**config.mk**
```make
export PLATFORM = sky130hd
export DESIGN_NAME = xtea_block_encipher_unit
export DESIGN_NICKNAME = d
export VERILOG_FILES = /design/src/sv/xtea_pkg.sv /design/src/sv/xtea_block_encipher_unit.sv /design/src/sv/xtea_ctrl.sv /design/src/sv/xtea_dp.sv
export SDC_FILE = /design/constraint.sdc
export NUM_CORES = 1
export LEC_CHECK = 0
export BUFFER_PORTS_ARGS = -buffer_cell sky130_fd_sc_hd__buf_2
export CAP_MARGIN = 5
export CORE_ASPECT_RATIO = 2
export CORE_UTILIZATION = 50
export CTS_CLUSTER_DIAMETER = 150
export DETAILED_ROUTE_END_ITERATION = 7
export PLACE_DENSITY = 0.71
export SLEW_MARGIN = 5
export SYNTH_ARGS = -nofsm -noshare
export SYNTH_HDL_FRONTEND = slang
export SYNTH_HIERARCHICAL = 1
export SYNTH_SLANG_ARGS = --single-unit
export TNS_END_PERCENT = 5
```
**constraint.sdc**
```tcl
create_clock -name aclk -period 6.4 [get_ports aclk]
set_input_delay 0.32 -clock aclk [delete_from_list [all_inputs] [get_ports aclk]]
set_output_delay 0.32 -clock aclk [all_outputs]
set_load 0.1 [all_outputs]
```
**src/sv/xtea_pkg.sv**
```systemverilog
package xtea_pkg;

    localparam int WORD_W     = 32;
    localparam int NUM_KEYS   = 4;
    localparam int KEY_SEL_W  = 2;
    localparam int CYC_W      = 7;
    localparam int MAX_CYCLES = 64;
    // Half-round counter holds up to twice the cycle limit
    localparam int HALF_W     = $clog2(2 * MAX_CYCLES + 1);
    localparam int NUM_REGS   = 6;
    localparam int IDX_W      = 3;

    // Register indexes of the configuration port
    localparam logic [IDX_W-1:0] REG_KEY0   = 3'd0;
    localparam logic [IDX_W-1:0] REG_KEY1   = 3'd1;
    localparam logic [IDX_W-1:0] REG_KEY2   = 3'd2;
    localparam logic [IDX_W-1:0] REG_KEY3   = 3'd3;
    localparam logic [IDX_W-1:0] REG_DELTA  = 3'd4;
    localparam logic [IDX_W-1:0] REG_CYCLES = 3'd5;

    localparam logic [WORD_W-1:0] DELTA_RESET  = 32'h9E37_79B9;
    localparam logic [CYC_W-1:0]  CYCLES_RESET = 7'd64;

    typedef logic [WORD_W-1:0] word_t;

    // Commands from the sequencer to the datapath
    typedef struct packed {
        logic load;     // capture a new block, clear the running sum
        logic step;     // run one half-round
        logic second;   // step updates the high word (second half-round)
        logic store;    // move the finished block to the output register
    } xtea_cmd_t;

    // Add the shifted-and-xored word back onto itself
    function automatic word_t mix_word(input word_t w);
        mix_word = ((w << 4) ^ (w >> 5)) + w;
    endfunction

endpackage

```
**src/sv/xtea_block_encipher_unit.sv**
```systemverilog
// XTEA encipher for one 64-bit block (low word in tdata[31:0]). The key, the
// round delta and the cycle count come from a write-only register port; counts
// above 64 are clamped to 64 and a count of zero passes the block through. One
// shared half-round unit runs a half-round per clock. A new block is taken once
// the previous one has moved to the output register, so a result waiting on
// m_tready does not hold up the next block's rounds.
module xtea_block_encipher_unit (
    input  logic                       aclk,
    input  logic                       aresetn,
    input  logic                       s_tvalid,
    output logic                       s_tready,
    input  logic [63:0]                s_tdata,   // plain_low_word, plain_high_word
    output logic                       m_tvalid,
    input  logic                       m_tready,
    output logic [63:0]                m_tdata,   // cipher_low_word, cipher_high_word
    input  logic                       cfg_wr_en,
    input  logic [xtea_pkg::IDX_W-1:0] cfg_index,
    input  logic [31:0]                cfg_wdata
);
    import xtea_pkg::*;

    word_t             key_reg [NUM_KEYS];
    word_t             delta_reg;
    logic [CYC_W-1:0]  cycles_reg;
    xtea_cmd_t         cmd;
    word_t             out_low, out_high;

    // Configuration register file; writes past the list drop
    always_ff @(posedge aclk) begin
        if (!aresetn) begin
            for (int i = 0; i < NUM_KEYS; i++) begin
                key_reg[i] <= '0;
            end
            delta_reg  <= DELTA_RESET;
            cycles_reg <= CYCLES_RESET;
        end else if (cfg_wr_en) begin
            unique case (cfg_index)
                REG_KEY0:   key_reg[0] <= cfg_wdata;
                REG_KEY1:   key_reg[1] <= cfg_wdata;
                REG_KEY2:   key_reg[2] <= cfg_wdata;
                REG_KEY3:   key_reg[3] <= cfg_wdata;
                REG_DELTA:  delta_reg  <= cfg_wdata;
                REG_CYCLES: cycles_reg <= cfg_wdata[CYC_W-1:0];
                default: ;
            endcase
        end
    end

    xtea_ctrl u_ctrl (
        .aclk        (aclk),
        .aresetn     (aresetn),
        .s_tvalid    (s_tvalid),
        .s_tready    (s_tready),
        .m_tvalid    (m_tvalid),
        .m_tready    (m_tready),
        .cycle_count (cycles_reg),
        .cmd         (cmd)
    );

    xtea_dp u_dp (
        .aclk        (aclk),
        .cmd         (cmd),
        .in_low      (s_tdata[31:0]),
        .in_high     (s_tdata[63:32]),
        .key_word    (key_reg),
        .round_delta (delta_reg),
        .out_low     (out_low),
        .out_high    (out_high)
    );

    assign m_tdata = {out_high, out_low};

    // A beat in starts work, so the input closes on the next clock
    a_busy_after_load: assert property (@(posedge aclk) disable iff (!aresetn)
        (s_tvalid && s_tready) |=> !s_tready)
        else $error("input still open after block load");

    // Never overwrite a result that has not been taken
    a_store_safe: assert property (@(posedge aclk) disable iff (!aresetn)
        cmd.store |-> (!m_tvalid || m_tready))
        else $error("output register overwritten");

    // Loading excludes both stepping and storing
    a_load_step: assert property (@(posedge aclk) disable iff (!aresetn)
        !(cmd.load && (cmd.step || cmd.store)))
        else $error("load overlaps round or store");

    // A stored result shows up as valid on the next clock
    a_store_valid: assert property (@(posedge aclk) disable iff (!aresetn)
        cmd.store |=> m_tvalid)
        else $error("stored result not presented");

endmodule

```
**src/sv/xtea_ctrl.sv**
```systemverilog
module xtea_ctrl (
    input  logic                         aclk,
    input  logic                         aresetn,
    input  logic                         s_tvalid,
    output logic                         s_tready,
    output logic                         m_tvalid,
    input  logic                         m_tready,
    input  logic [xtea_pkg::CYC_W-1:0]   cycle_count,
    output xtea_pkg::xtea_cmd_t          cmd
);
    import xtea_pkg::*;

    localparam logic [1:0] ST_IDLE   = 2'd0;
    localparam logic [1:0] ST_RUN    = 2'd1;
    localparam logic [1:0] ST_FINISH = 2'd2;

    logic [1:0]        state_reg, state_next;
    logic [HALF_W-1:0] half_reg, half_next;
    logic              out_valid_reg, out_valid_next;
    logic [CYC_W-1:0]  eff_cycles;
    logic [HALF_W-1:0] load_halves;
    logic              accept;

    // Clamp the cycle count to the supported limit
    assign eff_cycles  = (cycle_count > CYC_W'(MAX_CYCLES)) ? CYC_W'(MAX_CYCLES)
                                                            : cycle_count;
    assign load_halves = {eff_cycles, 1'b0};

    assign s_tready = (state_reg == ST_IDLE);
    assign accept   = s_tvalid && s_tready;
    assign m_tvalid = out_valid_reg;

    always_comb begin
        state_next     = state_reg;
        half_next      = half_reg;
        out_valid_next = out_valid_reg && !m_tready;
        cmd            = '0;
        // Even count left means the low word is next
        cmd.second     = half_reg[0];
        unique case (state_reg)
            ST_IDLE: begin
                if (accept) begin
                    cmd.load  = 1'b1;
                    half_next = load_halves;
                    state_next = (load_halves == '0) ? ST_FINISH : ST_RUN;
                end
            end
            ST_RUN: begin
                cmd.step  = 1'b1;
                half_next = half_reg - HALF_W'(1);
                if (half_reg == HALF_W'(1)) begin
                    state_next = ST_FINISH;
                end
            end
            ST_FINISH: begin
                // Hold the block until the output register frees up
                if (!out_valid_reg || m_tready) begin
                    cmd.store      = 1'b1;
                    out_valid_next = 1'b1;
                    state_next     = ST_IDLE;
                end
            end
            default: begin
                state_next = ST_IDLE;
            end
        endcase
    end

    always_ff @(posedge aclk) begin
        if (!aresetn) begin
            state_reg     <= ST_IDLE;
            half_reg      <= '0;
            out_valid_reg <= 1'b0;
        end else begin
            state_reg     <= state_next;
            half_reg      <= half_next;
            out_valid_reg <= out_valid_next;
        end
    end

endmodule

```
**src/sv/xtea_dp.sv**
```systemverilog
module xtea_dp (
    input  logic                 aclk,
    input  xtea_pkg::xtea_cmd_t  cmd,
    input  xtea_pkg::word_t      in_low,
    input  xtea_pkg::word_t      in_high,
    input  xtea_pkg::word_t      key_word [xtea_pkg::NUM_KEYS],
    input  xtea_pkg::word_t      round_delta,
    output xtea_pkg::word_t      out_low,
    output xtea_pkg::word_t      out_high
);
    import xtea_pkg::*;

    word_t v0_reg, v1_reg, sum_reg;
    word_t out_low_reg, out_high_reg;
    word_t mix_in, mixed, sum_key, delta_add;
    logic [KEY_SEL_W-1:0] key_sel;

    // One shared half-round: mix the other word, xor in the key-plus-sum term
    assign mix_in    = cmd.second ? v0_reg : v1_reg;
    assign key_sel   = cmd.second ? sum_reg[12:11] : sum_reg[1:0];
    assign sum_key   = sum_reg + key_word[key_sel];
    assign mixed     = mix_word(mix_in) ^ sum_key;
    assign delta_add = sum_reg + round_delta;

    always_ff @(posedge aclk) begin
        if (cmd.load) begin
            v0_reg  <= in_low;
            v1_reg  <= in_high;
            sum_reg <= '0;
        end else if (cmd.step) begin
            if (cmd.second) begin
                v1_reg <= v1_reg + mixed;
            end else begin
                v0_reg  <= v0_reg + mixed;
                sum_reg <= delta_add;
            end
        end
        if (cmd.store) begin
            out_low_reg  <= v0_reg;
            out_high_reg <= v1_reg;
        end
    end

    assign out_low  = out_low_reg;
    assign out_high = out_high_reg;

endmodule

```
==> results of run 1 <==
## layout by cell type (no fill, tap or decap), drive strengths merged, types with 59 or more instances in the layout
cell	netlist	layout
ha	169	169
a21oi	167	167
nor2	94	94
a21o	59	59
nand2	337	337
inv	73	75
dfxtp	210	210
buf	40	218
mux2i	188	188
xnor2	132	132
o21ai	141	141
edfxtp	128	128
## kinds of logic after synthesis
kind of cell               synth area share [%]
AOI/OAI and AO/OA                         15.48
adders and majority gates                 10.08
DFF                                       36.65
and+or+nand+nor                           13.74
buffers and inverters                     3.305
xor gates and xnor gates                  7.601
muxes                                     13.14
## what timing repair did
item | 4_1_cts | 5_1_grt
endpoints found under the hold margin | 3 | 0
resized for setup | 2 | 16
hold buffers | 3 | 0
pin swaps | 0 | 4
setup endpoints to repair | 5 | 14
setup buffers | 0 | 11
## stage by stage
step | instance area [sq um] | setup slack, ps | TNS (ps)
2_1_floorplan | 21960 | 107.5 | 0
3_3_place_gp | 23390 | 9.876 | 0
3_5_place_dp | 23390 | -139.3 | -297.5
4_1_cts | 24390 | 8.845 | 0
5_1_grt | 24540 | -34.80 | -45.41
6_report | 24540 | 258.5 | 0
## worst max-delay path, cell delays in order, from the launching register on
cell and delay [ps]:
dfxtp_4 400, mux2i_4 290, buf_12 190, buf_4 120, mux4_2 520, ha_1 380, nand2_1 70, a21oi_1 220
o211ai_1 140, a21o_1 250, a21oi_1 170, o21ai_1 80, nand2_1 110, xnor2_1 90, xnor2_1 280, ha_1 350
and3_1 200, and3_4 180, a221o_1 330, o2bb2ai_1 140, a41o_1 260, o41a_4 410, a21bo_2 240, a31oi_2 200
xor2_1 160, o21ai_0 80
## layout make-up
class | count | area (sq um)
clock buffer | 36 | 793.3
fill | 3857 | 18830
sequential | 338 | 8051
tap | 550 | 688.2
inverter | 73 | 276.5
clock inverter | 18 | 175.2
timing repair buffer | 221 | 1287
multi-input combinational | 1784 | 13270
## how the worst max path moves through the flow
| stage | from | endpoint | slack, ps | cells past startpoint |
|---|---|---|---|---|
| 6_report | u_ctrl/half_reg[0] | u_dp/v1_reg[27] | 260 | 25 |
| 5_1_grt | u_ctrl/half_reg[0] | u_dp/v1_reg[27] | -30 | 24 |
| 4_1_cts | u_ctrl/half_reg[0] | u_dp/v1_reg[27] | 9 | 24 |
| 3_5_place_dp | u_ctrl/half_reg[0] | u_dp/v1_reg[27] | -140 | 23 |
| 3_3_place_gp | u_ctrl/half_reg[0] | u_dp/v1_reg[27] | 10 | 23 |
| 2_1_floorplan | u_ctrl/half_reg[0] | u_dp/v1_reg[27] | 110 | 26 |
## per-layer routing
layer  global-route usage, %  wire [microns]  vias to the layer above
met3                   1.664            1692                      170
li1                        -               -                     8552
met2                   47.22           29760                      437
met1                   26.93           21610                     8301
met5                       0               0                        -
met4                   13.52            3052                        0
==> impl_metrics.tcl, run 1 <==
set metrics [dict create \
    setup_viol 0 \
    ys_top_cells_by_area "dfxtp_1 (19%), edfxtp_1 (18%), ha_1 (9.6%), mux2i_1 (8.5%), nand2_1 (5.8%)" \
    dp.cells 2952 \
    synth_commonest_cells "nand2_1 (337), dfxtp_1 (210), mux2i_1 (187), ha_1 (169), a21oi_1 (164)" \
    clock_latency_ps 590 \
    synth_top_area_cell "dfxtp_1" \
    wl_per_cell_microns 18.58 \
    antenna_found_initial 0 \
    synth.avg_cell_area_sq_um 9.619 \
    dieArea_sq_um 44810 \
    portBuffers 169 \
    dp_hpwl_microns 43630 \
    finalMaxSlewViolations 0 \
    arrival_ps 6450 \
    place_congestion 0.9440 \
    finalCritPeriodShare_pct 95.96 \
    r2r.worst_path.cells 25 \
    holdWs_ps 24.00 \
    htreeDepth 1 \
    dr.pass1.iters 5 \
    synth_warnings 6 \
    max_cap_viol_count 0 \
    endpoint_kind "register" \
    r2r_slack_ps 260 \
    clockBufferDepth 3 \
    crit_path_start_kind "register" \
    worstReg2RegEnd "u_dp/v1_reg[27]" \
    crit_fanout 15 \
    required_ps 6700 \
    post-route-util_pct 56.58 \
    drc_errors 0 \
    cts_root_buf "clkbuf_16" \
    vias 17460 \
    clock_skew_ps 24.66 \
    synth_ff_type "dfxtp_1" \
    synth-async-reset-ratio_pct 0 \
    clock.fmax_mhz 162.8 \
    grt_pass1_vias 17820 \
    hold_end "delta_reg[20]" \
    hp-class "in -> reg" \
    wl_microns 56110 \
    yosysSeqAreaShare_pct 36.65 \
    largest_reg_flops 128 \
    r2r-start "u_ctrl/half_reg[0]" \
    fp.dieH_microns 298.4 \
    cts_buffers 29 \
    crit_type "reg -> reg" \
    synthesis.nets 2561 \
    cts_tree "done" \
    synth.most_common_cell "nand2_1" \
    initialDrtViolationCount 653 \
    area_growth_pct 11.77 \
    slew_headroom_pct 39.17 \
    drive_above_1_share_pct 15.18 \
    cts.sink_count 338 \
    globalRouteOverflowTotal 0 \
    antenna_cells 0 \
    timing.final.hold_violations 0 \
    synth_edf_count 128 \
    gr-usage-all-layers_pct 24.94 \
    worst_pin_slew_ps 912.5 \
    fin_crit_ps 6142 \
    ios 170 \
    grt_max_degree 138 \
    synthCells 2283 \
    ant_nets 0 \
    whs_path_depth 3 \
    layout.cells.non_filler 3020 \
    holdCritStartpoint "cfg_wdata[20]" \
    outcome "finished, final reports clean" \
    via_per_inst 5.781 \
    die_x_microns 150.2 \
    syn_area_sq_um 21960 \
    synth.distinct_cells 90 \
    nets 2725 \
    core_area_sq_um 43380 \
    yosysTopAreaCellShare_pct 19.14 \
    initial_core_util_pct 50.63 \
    grt_pass1_wl_microns 88530 \
    core.rowCount 108 \
    ys_ff_latch 338 \
    clk_pin_slew_ps 70 \
]
Power of run 1 is not shown: default switching activity piles up to over one toggle a cycle in this logic, so the estimate is an artifact.
==> run 2: changes to the inputs <==
--- a/config.mk
+++ b/config.mk
@@ -8,13 +8,14 @@
 export BUFFER_PORTS_ARGS = -buffer_cell sky130_fd_sc_hd__buf_2
 export CAP_MARGIN = 5
 export CORE_ASPECT_RATIO = 2
+export CORE_MARGIN = 5
 export CORE_UTILIZATION = 50
 export CTS_CLUSTER_DIAMETER = 150
 export DETAILED_ROUTE_END_ITERATION = 7
+export MAX_ROUTING_LAYER = met4
 export PLACE_DENSITY = 0.71
 export SLEW_MARGIN = 5
 export SYNTH_ARGS = -nofsm -noshare
 export SYNTH_HDL_FRONTEND = slang
-export SYNTH_HIERARCHICAL = 1
 export SYNTH_SLANG_ARGS = --single-unit
 export TNS_END_PERCENT = 5
==> impl_metrics.tcl, run 2 <==
set metrics [dict create \
    outcome "finished, final reports clean" \
    r2r_slack_ps 140 \
    synth_ff_type "dfxtp_1" \
    finalCritPeriodShare_pct 97.87 \
    endpoint_kind "register" \
    drc_errors 0 \
    clockBufferDepth 3 \
    largest_reg_flops 128 \
    nets 2849 \
    synth.most_common_cell "nand2_1" \
    initial_core_util_pct 50.43 \
    clock.fmax_mhz 159.6 \
    yosysTopAreaCellShare_pct 19.64 \
    tns_ps 0 \
    globalRouteOverflowTotal 0 \
    place_congestion 0.9667 \
    cts.sink_count 338 \
    gr-usage-all-layers_pct 25.68 \
    die_x_microns 156.3 \
    hp-class "in -> reg" \
    required_ps 6700 \
    grt_max_degree 108 \
    dp_hpwl_microns 46360 \
    dieArea_sq_um 47290 \
    synthesis.nets 2632 \
    synth.avg_cell_area_sq_um 9.091 \
    grt_pass1_vias 18960 \
    clock_latency_ps 610 \
    clock_skew_ps 31.48 \
    htreeDepth 1 \
    core.rowCount 107 \
    setup_viol 0 \
    arrival_ps 6570 \
    final_common_cell "nand2_1" \
    area_growth_pct 15.86 \
    final_cell_mix "nand2_1 (468), dfxtp_1 (209), ha_1 (169)" \
    ys_ff_latch 338 \
    crit_path_start_kind "register" \
    finalMaxSlewViolations 0 \
    cts_tree "done" \
    synthCells 2354 \
    synth_edf_count 128 \
    initialDrtViolationCount 908 \
    fin_crit_ps 6264 \
    crit_type "reg -> reg" \
    syn_area_sq_um 21400 \
    grt_pass1_wl_microns 95350 \
    ios 170 \
    ant_nets 0 \
    worst_pin_slew_ps 1004 \
    cp_slowest_stage_delay_ps 520 \
    rsz0062_at_grt "true" \
    synth_commonest_cells "nand2_1 (469), dfxtp_1 (210), ha_1 (169), a21oi_1 (161), a21boi_0 (147)" \
    timing.final.hold_violations 0 \
    cts_buffers 30 \
    portBuffers 169 \
    slew_headroom_pct 32.93 \
    fp.dieH_microns 302.6 \
    synth_top_area_cell "dfxtp_1" \
    synth.distinct_cells 79 \
    wl_microns 60660 \
    crit_slowest_cell "mux4_2" \
    synth_warnings 0 \
    wl_per_cell_microns 19.32 \
    path_common_cell "a21o_1" \
    dr.pass1.iters 7 \
    antenna_cells 0 \
    core_area_sq_um 42440 \
    crit_fanout 4 \
    synth-async-reset-ratio_pct 0 \
    antenna_found_initial 0 \
    clk_pin_slew_ps 70 \
    drive_above_1_share_pct 15.68 \
    yosysSeqAreaShare_pct 37.61 \
    via_per_inst 5.820 \
    ys_top_cells_by_area "dfxtp_1 (20%), edfxtp_1 (18%), ha_1 (9.9%), nand2_1 (8.2%), a21boi_0 (5.2%)" \
    max_cap_viol_count 0 \
    cts_root_buf "clkbuf_16" \
    vias 18280 \
]
[run 2: cell count changes in the layout (fill, tap and decap cells not counted), sizes merged, moves of 12 or more]
cell | before | now
a21boi | 6 | 147
a21o | 59 | 84
buf | 218 | 261
dlygate4sd3 | 3 | 22
inv | 75 | 49
mux2i | 188 | 32
nand2 | 337 | 469
nand2b | 26 | 13
nand3 | 29 | 61
nor2 | 94 | 106
nor2b | 56 | 26
o21ai | 141 | 97
[run 2: path summary, 6_finish.rpt]
check                                        to  cells past startpoint               start
worst max-delay path            u_dp.v0_reg[29]                     28  u_ctrl.half_reg[0]
worst min-delay path               delta_reg[8]                      3        cfg_wdata[8]
worst max register to register  u_dp.v0_reg[29]                     28  u_ctrl.half_reg[0]
worst min register to register      key_reg[90]                      2         key_reg[90]
[run 2: metrics by stage]
stage | area [sq um] | hold WS (ps) | util (%) | instances | setup WS, ps
global placement | 23330 | 446.9 | 54.97 | 3061 | -74.53
finish | 24790 | 17.31 | 58.42 | 3140 | 136.1
global route | 24790 | 18.41 | 58.42 | 3140 | -110.3
CTS | 24700 | 0.2655 | 58.21 | 3140 | 32.86
floorplan | 21400 | 440.2 | - | 2354 | 76.11
detailed placement | 23330 | 457.7 | 54.97 | 3061 | -56.16
[run 2: worst max-delay path, delay by kind of cell, from the launching register on]
| kind | cells | cell delay (ps) |
|---|---|---|
| AND/OR/NAND/NOR | 2 | 330 |
| multiplexers | 2 | 760 |
| adder cells (fa/ha/maj) | 3 | 910 |
| flip-flops | 1 | 360 |
| AO/OA/AOI/OAI | 15 | 2560 |
| buffers and inverters | 3 | 470 |
| XOR/XNOR | 3 | 590 |
[run 2: logic make-up after synthesis]
group	share of synthesized area, %
adder cells (fa/ha/maj)	10.35
buffers and inverters	2.573
flip-flops	37.61
multiplexers	5.654
XOR/XNOR	7.694
AO/OA/AOI/OAI	20.40
AND/OR/NAND/NOR	15.72
[run 2: area by class of cell]
type / count / area (sq um)
Timing Repair Buffer: 284 / 1789
Fill cell: 3781 / 17650
Clock inverter: 21 / 347.8
Sequential cell: 338 / 8049
Multi-Input combinational cell: 1870 / 12960
Clock buffer: 35 / 790.8
Inverter: 47 / 176.4
Tap cell: 545 / 681.9
[run 2: timing repair]
action                                 in CTS  in global routing
setup endpoints to repair                   3                  9
hold buffers                               22                  0
pin swaps                                   1                  4
resized for setup                           4                 19
buffers inserted                            1                  0
endpoints found under the hold margin      28                  0
[run 2: per-layer routing]
| layer | wire length (microns) | up-vias | part of all wire (%) | track usage (%) |
|---|---|---|---|---|
| met5 | 0 | - | 0 | - |
| met3 | 2524 | 203 | 4.2 | 1.913 |
| met1 | 22490 | 8692 | 37 | 26.71 |
| li1 | - | 8871 | - | - |
| met4 | 3318 | 0 | 5.5 | 12.89 |
| met2 | 32330 | 509 | 53 | 47.93 |
Power of run 2 is left out for the same reason.
==> run 3: changes to the inputs <==
--- a/config.mk
+++ b/config.mk
@@ -7,7 +7,7 @@
 export LEC_CHECK = 0
 export BUFFER_PORTS_ARGS = -buffer_cell sky130_fd_sc_hd__buf_2
 export CAP_MARGIN = 5
-export CORE_ASPECT_RATIO = 2
+export CORE_ASPECT_RATIO = 1.4
 export CORE_MARGIN = 5
 export CORE_UTILIZATION = 50
 export CTS_CLUSTER_DIAMETER = 150
==> impl_metrics.tcl, run 3 (synthesized netlist as in run 2, its figures left out) <==
set metrics [dict create \
    holdCritStartpoint "s_tdata[0]" \
    drive_above_1_share_pct 15.36 \
    cts_buffers 34 \
    gr-usage-all-layers_pct 24.08 \
    place_congestion 0.9216 \
    crit_type "reg -> reg" \
    ant_nets 0 \
    met3_usage_pct 2.825 \
    globalRouteOverflowTotal 0 \
    largest_reg_flops 128 \
    grt_pass1_vias 17540 \
    area_growth_pct 14.21 \
    rsz0062_at_grt "true" \
    clk_pin_slew_ps 60 \
    cts.sink_count 338 \
    finalMaxSlewViolations 0 \
    final_cell_mix "nand2_1 (468), dfxtp_1 (209), ha_1 (169)" \
    timing.final.hold_violations 0 \
    crit_fanout 3 \
    die_x_microns 184.9 \
    final_common_cell "nand2_1" \
    initialDrtViolationCount 1157 \
    arrival_ps 6380 \
    use_met1_pct 29.30 \
    worst_pin_slew_ps 1085 \
    worstReg2RegEnd "u_dp.v1_reg[31]" \
    top_usage_layer "met2" \
    required_ps 6640 \
    crit_path_start_kind "register" \
    fin_crit_ps 6139 \
    cts_tree "done" \
    dr.pass1.iters 5 \
    clock_skew_ps 19.45 \
    htreeDepth 2 \
    hold_end "u_dp.v0_reg[0]" \
    ios 170 \
    r2r-start "u_ctrl.half_reg[0]" \
    whs_path_depth 3 \
    core_area_sq_um 42200 \
    via_per_inst 5.749 \
    cts_root_buf "clkbuf_16" \
    fp.dieH_microns 254.8 \
    place_worst_setup_slack_ps 9.136 \
    vias 17870 \
    initial_core_util_pct 50.71 \
    worst_slack_ps 260.7 \
    dieArea_sq_um 47100 \
    endpoint_kind "register" \
    core.rowCount 89 \
    grt_pass1_wl_microns 89420 \
    wl_per_cell_microns 18.40 \
    clock_latency_ps 550 \
    cts_hold_buf 0 \
    nets 2813 \
    r2r.worst_path.cells 27 \
    wl_microns 57170 \
    setup_viol 0 \
    clock.fmax_mhz 162.9 \
    finalCritPeriodShare_pct 95.93 \
    antenna_found_initial 4 \
    use_met2_pct 41.97 \
    drc_errors 0 \
    dp_hpwl_microns 42630 \
    slew_headroom_pct 27.39 \
    clockBufferDepth 3 \
    max_cap_viol_count 0 \
    r2r_slack_ps 260 \
    portBuffers 169 \
    outcome "finished, final reports clean" \
    hp-class "in -> reg" \
    grt_max_degree 108 \
]
-- run 3: metrics by stage --
step / TNS, ps / util [%] / cells / hold slack, ps / area [sq um]
2_1_floorplan: 0 / - / 2354 / 440.2 / 21400
3_3_place_gp: 0 / 54.93 / 3042 / 447.7 / 23180
3_5_place_dp: 0 / 54.93 / 3042 / 458.3 / 23180
4_1_cts: 0 / 57.56 / 3101 / 26.06 / 24290
5_1_grt: -65.37 / 57.91 / 3108 / 37.57 / 24440
6_report: 0 / 57.91 / 3108 / 53.19 / 24440
-- run 3: layout make-up --
class	count	area [sq um]
well taps	546	683.2
repair buffers	244	1468
clock inverters	17	191.4
inverters	47	176.4
fillers	3750	17760
flip-flops and latches	338	8049
multi-input cells	1870	12950
diodes	4	10.01
clock buffers	42	910.9
-- run 3: what timing repair did --
item,in CTS,in global routing
resized for setup,1,26
setup buffers,0,2
endpoints found under the setup margin,1,13
gates cloned,0,1
pin swaps,0,6
-- run 3: worst max-delay path, stage by stage (launching register included) --
cell	delay, ps
dfxtp_2	360
mux2i_4	250
mux4_2	540
ha_1	250
fa_1	410
and3_1	170
o211ai_1	220
a21oi_1	120
o21ai_1	200
a21oi_2	90
a21o_1	180
a21o_1	180
a2111oi_1	380
nor2_1	130
xnor2_2	180
ha_1	330
nand4_1	110
or3_1	410
nor4_2	150
buf_4	160
o211ai_1	90
buf_4	150
a21oi_2	130
o21ai_0	80
nor2b_1	140
xnor2_1	190
xnor2_1	140
a21oi_1	80
-- run 3: worst max-delay path by stage --
stage	from	to	slack, ps	cells past startpoint
after floorplan	u_ctrl.half_reg[0]	u_dp.v1_reg[31]	80	26
after global placement	u_ctrl.half_reg[0]	u_dp.v1_reg[31]	110	27
after detailed placement	u_ctrl.half_reg[0]	u_dp.v1_reg[31]	9	29
after CTS	u_ctrl.half_reg[0]	u_dp.v1_reg[31]	2	27
after global routing	u_ctrl.half_reg[0]	u_dp.v1_reg[31]	-50	27
final	u_ctrl.half_reg[0]	u_dp.v1_reg[31]	260	27
-- run 3: per-layer routing --
layer	up-vias	wire (microns)
met2	464	28970
li1	8805	-
met5	-	0
met1	8492	23810
met3	107	2748
met4	0	1648
Power of run 3 is left out for the same reason.
